$ cat config.mk
export PLATFORM = sky130hd
export DESIGN_NAME = sync_object_table_engine_unit
export DESIGN_NICKNAME = d
export VERILOG_FILES = /design/src/rtl/core/sote_pkg.sv /design/src/rtl/core/sote_ram.sv /design/src/rtl/core/sote_ctrl.sv /design/src/rtl/core/sote_datapath.sv /design/src/rtl/core/sync_object_table_engine_unit.sv
export SDC_FILE = /design/constraint.sdc
export NUM_CORES = 2
export LEC_CHECK = 0
export BUFFER_PORTS_ARGS = -buffer_cell sky130_fd_sc_hd__buf_2
export CAP_MARGIN = 40
export CORE_ASPECT_RATIO = 1.2
export CORE_MARGIN = 2
export CORE_UTILIZATION = 52
export CTS_BUF_LIST = sky130_fd_sc_hd__clkbuf_4
export CTS_CLUSTER_SIZE = 12
export DETAILED_ROUTE_END_ITERATION = 10
export MAX_ROUTING_LAYER = met4
export PLACE_DENSITY = 0.77
export RECOVER_POWER = 100
export SLEW_MARGIN = 20
export SYNTH_ARGS = -nofsm -noshare
export SYNTH_HDL_FRONTEND = slang
export SYNTH_MEMORY_MAX_BITS = 65536
export SYNTH_SLANG_ARGS = --single-unit
$ cat constraint.sdc
create_clock -name i_clk -period 19.43 [get_ports i_clk]
set_input_delay 1.943 -clock i_clk [delete_from_list [all_inputs] [get_ports i_clk]]
set_output_delay 1.943 -clock i_clk [all_outputs]
set_load 0.03 [all_outputs]
$ cat src/rtl/core/sote_pkg.sv
// shared types and constants for the synchronization object table engine
// no dependencies; used by every module of the block but sote_ram, by scoped names
package sote_pkg;

    localparam logic [31:0] ALL_ONES32 = 32'hFFFF_FFFF;

    // request codes
    typedef enum logic [3:0] {
        REQ_CREATE_SEM   = 4'd0,
        REQ_CREATE_MUTEX = 4'd1,
        REQ_CREATE_EVENT = 4'd2,
        REQ_SEM_RELEASE  = 4'd3,
        REQ_SEM_READ     = 4'd4,
        REQ_MUTEX_UNLOCK = 4'd5,
        REQ_MUTEX_KILL   = 4'd6,
        REQ_MUTEX_READ   = 4'd7,
        REQ_EVENT_SET    = 4'd8,
        REQ_EVENT_RESET  = 4'd9,
        REQ_EVENT_PULSE  = 4'd10,
        REQ_EVENT_READ   = 4'd11,
        REQ_TRY_ACQUIRE  = 4'd12
    } t_req_code;

    // result status codes
    typedef enum logic [2:0] {
        STAT_OK           = 3'd0,
        STAT_INVALID      = 3'd1,
        STAT_OVERFLOW     = 3'd2,
        STAT_NOT_OWNER    = 3'd3,
        STAT_OWNER_DEAD   = 3'd4,
        STAT_NOT_ACQUIRED = 3'd5,
        STAT_UNSUPPORTED  = 3'd6
    } t_status;

    // object kinds held in a table entry
    typedef enum logic [1:0] {
        KIND_SEM   = 2'd0,
        KIND_MUTEX = 2'd1,
        KIND_EVENT = 2'd2
    } t_kind;

    typedef struct packed {
        logic [3:0]  req_type;
        logic [5:0]  obj_index;
        logic [31:0] owner_id;
        logic [31:0] arg_count;
        logic [31:0] arg_max;
        logic        manual_flag;
        logic        signaled_flag;
    } t_req_item;

    typedef struct packed {
        logic [2:0]  status;
        logic [31:0] value_a;
        logic [31:0] value_b;
    } t_rsp_item;

    // one table entry as stored in the ram
    typedef struct packed {
        logic        valid;
        logic [1:0]  kind;
        logic        abandoned;
        logic [31:0] word_a;
        logic [31:0] word_b;
    } t_entry;

    typedef enum logic [1:0] {
        CTL_CLEAR,
        CTL_IDLE,
        CTL_EXEC
    } t_ctl_state;

    // controller to datapath
    typedef struct packed {
        logic clr_write;
        logic accept;
        logic exec;
    } t_dp_cmd;

    // datapath to controller
    typedef struct packed {
        logic clr_last;
        logic rsp_free;
    } t_dp_status;

endpackage

$ cat src/rtl/core/sote_ram.sv
// generic single write port, single read port ram with registered read
// no dependencies
module sote_ram #(
    parameter int WIDTH = 8,
    parameter int DEPTH = 64
) (
    input  logic                     i_clk,
    input  logic                     i_we,
    input  logic [$clog2(DEPTH)-1:0] i_waddr,
    input  logic [WIDTH-1:0]         i_wdata,
    input  logic                     i_re,
    input  logic [$clog2(DEPTH)-1:0] i_raddr,
    output logic [WIDTH-1:0]         o_rdata
);

    logic [WIDTH-1:0] r_mem [DEPTH];
    logic [WIDTH-1:0] r_rdata;

    always_ff @(posedge i_clk) begin
        if (i_we) begin
            r_mem[i_waddr] <= i_wdata;
        end
        if (i_re) begin
            r_rdata <= r_mem[i_raddr];
        end
    end

    assign o_rdata = r_rdata;

endmodule

$ cat src/rtl/core/sote_ctrl.sv
// control state machine: clearing pass, request accept, execute
// depends on sote_pkg
module sote_ctrl (
    input  logic                i_clk,
    input  logic                i_rst_n,
    input  logic                i_req_valid,
    output logic                o_req_stall,
    input  sote_pkg::t_dp_status i_status,
    output sote_pkg::t_dp_cmd   o_cmd
);

    sote_pkg::t_ctl_state r_state;
    sote_pkg::t_ctl_state n_state;

    always_ff @(posedge i_clk) begin
        if (!i_rst_n) begin
            r_state <= sote_pkg::CTL_CLEAR;
        end else begin
            r_state <= n_state;
        end
    end

    always_comb begin
        n_state     = r_state;
        o_cmd       = '0;
        o_req_stall = 1'b1;
        case (r_state)
            sote_pkg::CTL_CLEAR: begin
                o_cmd.clr_write = 1'b1;
                if (i_status.clr_last) begin
                    n_state = sote_pkg::CTL_IDLE;
                end
            end
            sote_pkg::CTL_IDLE: begin
                o_req_stall = 1'b0;
                if (i_req_valid) begin
                    o_cmd.accept = 1'b1;
                    n_state      = sote_pkg::CTL_EXEC;
                end
            end
            sote_pkg::CTL_EXEC: begin
                // wait here while the previous result still sits unclaimed
                if (i_status.rsp_free) begin
                    o_cmd.exec = 1'b1;
                    n_state    = sote_pkg::CTL_IDLE;
                end
            end
            default: begin
                n_state = sote_pkg::CTL_CLEAR;
            end
        endcase
    end

endmodule

$ cat src/rtl/core/sote_datapath.sv
// request register, object table ram, operation logic and result register
// depends on sote_pkg and sote_ram
module sote_datapath #(
    parameter int NUM_OBJECTS = 64
) (
    input  logic                  i_clk,
    input  logic                  i_rst_n,
    input  sote_pkg::t_dp_cmd     i_cmd,
    output sote_pkg::t_dp_status  o_status,
    input  sote_pkg::t_req_item   i_req,
    output logic                  o_rsp_valid,
    input  logic                  i_rsp_stall,
    output sote_pkg::t_rsp_item   o_rsp
);

    localparam int AW = $clog2(NUM_OBJECTS);
    localparam int EW = $bits(sote_pkg::t_entry);

    sote_pkg::t_req_item r_req;
    sote_pkg::t_rsp_item r_rsp;
    logic                r_rsp_valid;
    logic [AW-1:0]       r_clr_idx;

    logic [EW-1:0]       ram_rdata;
    logic                ram_we;
    logic [AW-1:0]       ram_waddr;
    logic [EW-1:0]       ram_wdata;

    sote_pkg::t_entry    cur;
    sote_pkg::t_entry    upd;
    sote_pkg::t_rsp_item res;
    logic                upd_we;
    logic                in_range;

    sote_ram #(
        .WIDTH (EW),
        .DEPTH (NUM_OBJECTS)
    ) u_table (
        .i_clk   (i_clk),
        .i_we    (ram_we),
        .i_waddr (ram_waddr),
        .i_wdata (ram_wdata),
        .i_re    (i_cmd.accept),
        .i_raddr (AW'(i_req.obj_index)),
        .o_rdata (ram_rdata)
    );

    assign cur = sote_pkg::t_entry'(ram_rdata);

    always_ff @(posedge i_clk) begin
        if (i_cmd.accept) begin
            r_req <= i_req;
        end
        if (i_cmd.exec) begin
            r_rsp <= res;
        end
    end

    always_ff @(posedge i_clk) begin
        if (!i_rst_n) begin
            r_rsp_valid <= 1'b0;
            r_clr_idx   <= '0;
        end else begin
            if (i_cmd.exec) begin
                r_rsp_valid <= 1'b1;
            end else if (!i_rsp_stall) begin
                r_rsp_valid <= 1'b0;
            end
            if (i_cmd.clr_write) begin
                r_clr_idx <= r_clr_idx + 1'b1;
            end
        end
    end

    assign o_status.clr_last = (r_clr_idx == AW'(NUM_OBJECTS - 1));
    assign o_status.rsp_free = !r_rsp_valid || !i_rsp_stall;

    assign in_range = (32'(r_req.obj_index) < NUM_OBJECTS);

    // operation logic on the entry read at accept
    always_comb begin
        upd    = cur;
        upd_we = 1'b0;
        res    = '0;
        res.status = sote_pkg::STAT_OK;
        case (r_req.req_type)
            sote_pkg::REQ_CREATE_SEM, sote_pkg::REQ_CREATE_MUTEX,
            sote_pkg::REQ_CREATE_EVENT, sote_pkg::REQ_SEM_RELEASE,
            sote_pkg::REQ_SEM_READ, sote_pkg::REQ_MUTEX_UNLOCK,
            sote_pkg::REQ_MUTEX_KILL, sote_pkg::REQ_MUTEX_READ,
            sote_pkg::REQ_EVENT_SET, sote_pkg::REQ_EVENT_RESET,
            sote_pkg::REQ_EVENT_PULSE, sote_pkg::REQ_EVENT_READ,
            sote_pkg::REQ_TRY_ACQUIRE: begin
                if (!in_range) begin
                    res.status = sote_pkg::STAT_INVALID;
                end else begin
                    case (r_req.req_type)
                        sote_pkg::REQ_CREATE_SEM: begin
                            if (r_req.arg_count > r_req.arg_max) begin
                                res.status = sote_pkg::STAT_INVALID;
                            end else begin
                                upd_we        = 1'b1;
                                upd.valid     = 1'b1;
                                upd.kind      = sote_pkg::KIND_SEM;
                                upd.abandoned = 1'b0;
                                upd.word_a    = r_req.arg_count;
                                upd.word_b    = r_req.arg_max;
                            end
                        end
                        sote_pkg::REQ_CREATE_MUTEX: begin
                            if ((r_req.owner_id == '0) != (r_req.arg_count == '0)) begin
                                res.status = sote_pkg::STAT_INVALID;
                            end else begin
                                upd_we        = 1'b1;
                                upd.valid     = 1'b1;
                                upd.kind      = sote_pkg::KIND_MUTEX;
                                upd.abandoned = 1'b0;
                                upd.word_a    = r_req.arg_count;
                                upd.word_b    = r_req.owner_id;
                            end
                        end
                        sote_pkg::REQ_CREATE_EVENT: begin
                            upd_we        = 1'b1;
                            upd.valid     = 1'b1;
                            upd.kind      = sote_pkg::KIND_EVENT;
                            upd.abandoned = 1'b0;
                            upd.word_a    = 32'(r_req.signaled_flag);
                            upd.word_b    = 32'(r_req.manual_flag);
                        end
                        default: begin
                            if (!cur.valid) begin
                                res.status = sote_pkg::STAT_INVALID;
                            end else begin
                                case (r_req.req_type)
                                    sote_pkg::REQ_TRY_ACQUIRE: begin
                                        res.value_a = cur.word_a;
                                        case (cur.kind)
                                            sote_pkg::KIND_SEM: begin
                                                if (cur.word_a != '0) begin
                                                    upd_we     = 1'b1;
                                                    upd.word_a = cur.word_a - 32'd1;
                                                end else begin
                                                    res.status = sote_pkg::STAT_NOT_ACQUIRED;
                                                end
                                            end
                                            sote_pkg::KIND_MUTEX: begin
                                                if ((cur.word_b == '0 ||
                                                     cur.word_b == r_req.owner_id) &&
                                                    cur.word_a != sote_pkg::ALL_ONES32) begin
                                                    if (cur.abandoned) begin
                                                        res.status = sote_pkg::STAT_OWNER_DEAD;
                                                    end
                                                    upd_we        = 1'b1;
                                                    upd.abandoned = 1'b0;
                                                    upd.word_a    = cur.word_a + 32'd1;
                                                    upd.word_b    = r_req.owner_id;
                                                end else begin
                                                    res.status = sote_pkg::STAT_NOT_ACQUIRED;
                                                end
                                            end
                                            sote_pkg::KIND_EVENT: begin
                                                if (cur.word_a != '0) begin
                                                    // auto reset consumes the signal
                                                    if (cur.word_b == '0) begin
                                                        upd_we     = 1'b1;
                                                        upd.word_a = '0;
                                                    end
                                                end else begin
                                                    res.status = sote_pkg::STAT_NOT_ACQUIRED;
                                                end
                                            end
                                            default: begin
                                                res.status  = sote_pkg::STAT_INVALID;
                                                res.value_a = '0;
                                            end
                                        endcase
                                    end
                                    sote_pkg::REQ_SEM_RELEASE, sote_pkg::REQ_SEM_READ: begin
                                        if (cur.kind != sote_pkg::KIND_SEM) begin
                                            res.status = sote_pkg::STAT_INVALID;
                                        end else if (r_req.req_type == sote_pkg::REQ_SEM_READ) begin
                                            res.value_a = cur.word_a;
                                            res.value_b = cur.word_b;
                                        end else if (cur.word_a > cur.word_b ||
                                                     r_req.arg_count > cur.word_b - cur.word_a) begin
                                            res.status = sote_pkg::STAT_OVERFLOW;
                                        end else begin
                                            upd_we      = 1'b1;
                                            upd.word_a  = cur.word_a + r_req.arg_count;
                                            res.value_a = cur.word_a;
                                        end
                                    end
                                    sote_pkg::REQ_MUTEX_UNLOCK, sote_pkg::REQ_MUTEX_KILL,
                                    sote_pkg::REQ_MUTEX_READ: begin
                                        if (cur.kind != sote_pkg::KIND_MUTEX) begin
                                            res.status = sote_pkg::STAT_INVALID;
                                        end else if (r_req.req_type == sote_pkg::REQ_MUTEX_READ) begin
                                            if (cur.abandoned) begin
                                                res.status = sote_pkg::STAT_OWNER_DEAD;
                                            end else begin
                                                res.value_a = cur.word_a;
                                                res.value_b = cur.word_b;
                                            end
                                        end else if (r_req.owner_id == '0) begin
                                            res.status = sote_pkg::STAT_INVALID;
                                        end else if (cur.word_b != r_req.owner_id) begin
                                            res.status = sote_pkg::STAT_NOT_OWNER;
                                        end else if (r_req.req_type == sote_pkg::REQ_MUTEX_UNLOCK) begin
                                            if (cur.word_a == '0) begin
                                                res.status = sote_pkg::STAT_INVALID;
                                            end else begin
                                                upd_we      = 1'b1;
                                                upd.word_a  = cur.word_a - 32'd1;
                                                if (cur.word_a == 32'd1) begin
                                                    upd.word_b = '0;
                                                end
                                                res.value_a = cur.word_a;
                                            end
                                        end else begin
                                            upd_we        = 1'b1;
                                            upd.word_a    = '0;
                                            upd.word_b    = '0;
                                            upd.abandoned = 1'b1;
                                        end
                                    end
                                    default: begin
                                        // event set, reset, pulse and read
                                        if (cur.kind != sote_pkg::KIND_EVENT) begin
                                            res.status = sote_pkg::STAT_INVALID;
                                        end else if (r_req.req_type == sote_pkg::REQ_EVENT_READ) begin
                                            res.value_a = cur.word_a;
                                            res.value_b = cur.word_b;
                                        end else begin
                                            upd_we      = 1'b1;
                                            upd.word_a  = 32'(r_req.req_type == sote_pkg::REQ_EVENT_SET);
                                            res.value_a = cur.word_a;
                                        end
                                    end
                                endcase
                            end
                        end
                    endcase
                end
            end
            default: begin
                res.status = sote_pkg::STAT_UNSUPPORTED;
            end
        endcase
    end

    // the clearing pass and request write-back share the single write port
    always_comb begin
        if (i_cmd.clr_write) begin
            ram_we    = 1'b1;
            ram_waddr = r_clr_idx;
            ram_wdata = '0;
        end else begin
            ram_we    = i_cmd.exec && upd_we;
            ram_waddr = AW'(r_req.obj_index);
            ram_wdata = upd;
        end
    end

    assign o_rsp_valid = r_rsp_valid;
    assign o_rsp       = r_rsp;

endmodule

$ cat src/rtl/core/sync_object_table_engine_unit.sv
// top level of the synchronization object table engine
// depends on sote_pkg, sote_ctrl, sote_datapath and sote_ram
//
// a table of NUM_OBJECTS synchronization objects (counting semaphores,
// recursive owned mutexes with an abandoned mark, auto or manual reset
// events) kept in one ram word per entry. each request item names an
// entry and an operation and returns exactly one result item: status and
// two values. the accept edge reads the entry from the table ram
// (registered read), and the execute step that follows does the
// operation, writes the entry back and loads the result register; a new
// request is taken only once the execute step of the last one is done.
// the result register lets a new request be taken while an earlier
// result still waits; a request whose result cannot be stored yet holds
// in the execute step. after reset the block clears the valid mark of
// every entry, one entry a cycle, and stalls requests until that pass
// is done.
module sync_object_table_engine_unit #(
    parameter int NUM_OBJECTS = 64
) (
    input  logic                i_clk,
    input  logic                i_rst_n,
    // request channel
    input  logic                i_req_valid,
    output logic                o_req_stall,
    input  sote_pkg::t_req_item i_req,
    // result channel
    output logic                o_rsp_valid,
    input  logic                i_rsp_stall,
    output sote_pkg::t_rsp_item o_rsp
);

    // command and status between sequencer and datapath
    sote_pkg::t_dp_cmd    dp_cmd;
    sote_pkg::t_dp_status dp_status;

    sote_ctrl u_ctrl (
        .i_clk       (i_clk),
        .i_rst_n     (i_rst_n),
        .i_req_valid (i_req_valid),
        .o_req_stall (o_req_stall),
        .i_status    (dp_status),
        .o_cmd       (dp_cmd)
    );

    // entry table, operation logic and result register
    sote_datapath #(
        .NUM_OBJECTS (NUM_OBJECTS)
    ) u_datapath (
        .i_clk       (i_clk),
        .i_rst_n     (i_rst_n),
        .i_cmd       (dp_cmd),
        .o_status    (dp_status),
        .i_req       (i_req),
        .o_rsp_valid (o_rsp_valid),
        .i_rsp_stall (i_rsp_stall),
        .o_rsp       (o_rsp)
    );

endmodule

==> key figures <==
Power
  • Power per cell area: 93.96 nW/um^2
  • Max VDD drop: 84.06 uV
  • Design Power: 0.01933 W
  • Leakage: 68.76 nW

Timing
  • RSZ-0062 raised after global routing: false
  • Setup violators final: 0
  • Final critical-path setup slack: 5.896 ns
  • Final period utilization: 69.66%
  • Final Hold Vio Count: 0
  • Slew HR: -547.0%
  • Skew final: 0.2549 ns
  • Slew @ Worst Pin: 9.706 ns
  • Pins Over Slew Limit: 9859
  • F_max: 0.07389 GHz
  • Setup_tns: 0 ns
  • Tmin final: 13.53 ns

Placement
  • Placement Cell Area: 193700 um^2
  • GPL Wtd Cong: 0.9774
  • HPWL Detailed: 355200 um
  • Port-buffer cells: 180
  • Pre-CTS WS: 11.04 ns

Global route
  • Initial antenna violation count: 78
  • Vias in the first global route: 99525
  • Total GRT Usage: 32.53%
  • Pin count of the biggest net entering global routing: 138
  • Global-route wire length before repair: 772200 um
  • Gr ovfl total: 0

Drt
  • WL per Instance: 37.56 um
  • DR vias/cell: 6.634
  • # DRC: 0
  • Initial DRC count: 15063
  • Drt total wl: 567300 um
  • DRT Pass-1 Iters: 9
  • Vias: 100181
  • ANT nets after route: 0

Clock network
  • Clk slew on worst S/H paths: 0.07 ns
  • CTS sink cnt: 4604
  • Cts bufs inserted: 1156
  • CTS max path bufs: 5
  • Post_cts resized: 0
  • TritonCTS clock tree: built
  • H-tree Lvls: 7
  • Hold buffers post-CTS: 0
  • Setup Fix Bufs, Post-CTS: 0
  • Clock root buffer: clkbuf_4
  • Skew-Pair Late Insertion Delay: 1.75 ns

Die
  • Row count: 238
  • Die height: 654.7 um
  • IO Count: 181
  • Die area: 357700 um^2
  • Starting Density: 52.31%
  • Core area: 350800 um^2
  • Die W: 546.3 um

Synthesis
  • Synth Area per Inst: 22.25 um^2
  • Commonest cells in the netlist: edfxtp_1 (4595), mux4_2 (1428), clkbuf_1 (346)
  • Post-Synthesis Cells: 8247
  • Post-Syn Area: 183500 um^2
  • Count leader, synth: edfxtp_1
  • Syn. warnings: 0
  • Synth async-reset ratio: 0%
  • EDFF count, synth: 4595
  • Largest area contributor in the netlist: edfxtp_1
  • Area share of the largest cell type after synthesis: 75.20%
  • Top FF cell, synth: edfxtp_1
  • Netlist cell types: 91
  • FF+latch count, synth: 4604
  • Sequential share of the synthesized area: 75.30%
  • Post-synthesis net count: 8493
  • Top post-synthesis cells by area: edfxtp_1 (75%), mux4_2 (18%), ha_1 (0.90%)

Critical path
  • Max stage delay on crit path: 2.02 ns
  • Max stage delay cell, worst path: clkbuf_1
  • CP dominant cell by count: clkbuf_1
  • Critical Path Start Type: flip-flop
  • CP required: 20.50 ns
  • CP arrival: 14.60 ns
  • Buffer and inverter count on the worst path: 6
  • Crit-path leading delay family: buffers and inverters
  • Crit-path max FO: 27
  • Worst setup EP type: flip-flop
  • Setup CP Type: flip-flop to flip-flop

Status
  • Status: finished, violations left
  • Failing checks: capacitance limit, slew limit

Cells and area
  • Share of cells above drive strength 1: 33.35%
  • Final Instance Area: 205700 um^2
  • Nets: 9793
  • Synth-to-Final Area Change: 12.11%

Flow run
  • Max cap viols: 236

Min path
  • Hold/Removal Path Class: primary input to flip-flop
## flip-flops by register name, indices dropped and copies added (netlist names)
register                    count
u_datapath.u_table.o_rdata     68
u_datapath.u_table.r_mem     4352
u_datapath.o_rsp               67
u_datapath.r_req              108
u_ctrl.r_state                  2
u_datapath.o_rsp_valid          1
u_datapath.r_clr_idx            6
## worst paths after layout
path	start	to	slack (ns)	depth (start not counted)
setup / recovery	u_datapath.u_table.o_rdata[33]	u_datapath.u_table.r_mem[18][67]	5.90	26
hold / removal	i_req[48]	u_datapath.r_req[48]	0.44	1
setup reg to reg	u_datapath.u_table.o_rdata[33]	u_datapath.u_table.r_mem[18][67]	5.90	26
hold reg to reg	u_datapath.r_clr_idx[3]	u_datapath.r_clr_idx[4]	0.54	3
## through the flow
stage               instances  hold slack, ns  utilization, %
floorplan                8247          0.4885               -
global placement        12969          0.5094           54.79
detailed placement      13043          0.5414           55.23
CTS                     14903          0.2455           59.01
global route            15089          0.3016           58.63
finish                  15102          0.4414           58.64
## area by class of cell
cell class / instances / area, um^2
fillers: 24661 / 145100
flip-flops and latches: 4604 / 138200
multi-input cells: 3126 / 44260
clock buffers: 1565 / 11750
well taps: 4680 / 5856
repair buffers: 570 / 3390
clock inverters: 295 / 1521
diodes: 173 / 432.9
inverters: 89 / 334.1
## placed cells by master (no fill, tap or decap), types with 29 or more instances in the layout
cell / synthesis / final
clkinv_1: 2 / 228
clkinv_2: 0 / 29
and2_0: 0 / 66
buf_2: 8 / 81
buf_4: 0 / 91
clkbuf_1: 346 / 350
a21o_1: 46 / 46
a21oi_1: 159 / 150
nor3_1: 69 / 69
mux4_2: 1428 / 1428
edfxtp_1: 4595 / 4595
nor4_1: 65 / 62
diode_2: 0 / 173
o21ai_0: 104 / 103
nand2_1: 169 / 169
nor2_1: 197 / 116
nand3_1: 66 / 66
nand4_1: 54 / 54
ha_1: 132 / 132
nor2_4: 1 / 78
xor2_1: 56 / 56
clkbuf_4: 0 / 1565
xnor2_1: 45 / 45
inv_1: 86 / 86
## kinds of logic (layout without fill, tap and decap cells)
kind of cell | count (synthesis) | in the layout | share of synthesized area [%]
xor+xnor | 101 | 101 | 0.4821
flops | 4604 | 4604 | 75.30
other cells | 0 | 173 | 0
simple gates | 829 | 829 | 2.310
mux | 1440 | 1440 | 17.59
fa+ha+maj | 134 | 134 | 0.9219
buf+inv | 517 | 2519 | 1.079
compound gates | 622 | 622 | 2.318
## metal layers
layer  global-route usage (%)  up-vias  routed length [um]
met5                        -        -                   0
met4                    25.84        0               51080
met3                    8.013     1572               60470
met2                    49.56     8175              275200
met1                    37.06    51550              180500
li1                         -    38884                   -
## power breakdown
part,internal (W),switching [W],total (W)
Clock,0.00389,0.00375,0.00764
Combinational,0.000376,0.000472,0.000848
Sequential,0.0108,0.0000142,0.0108
Total,0.0151,0.00423,0.0193
No activity file was read; power rests on OpenSTA's default activity.
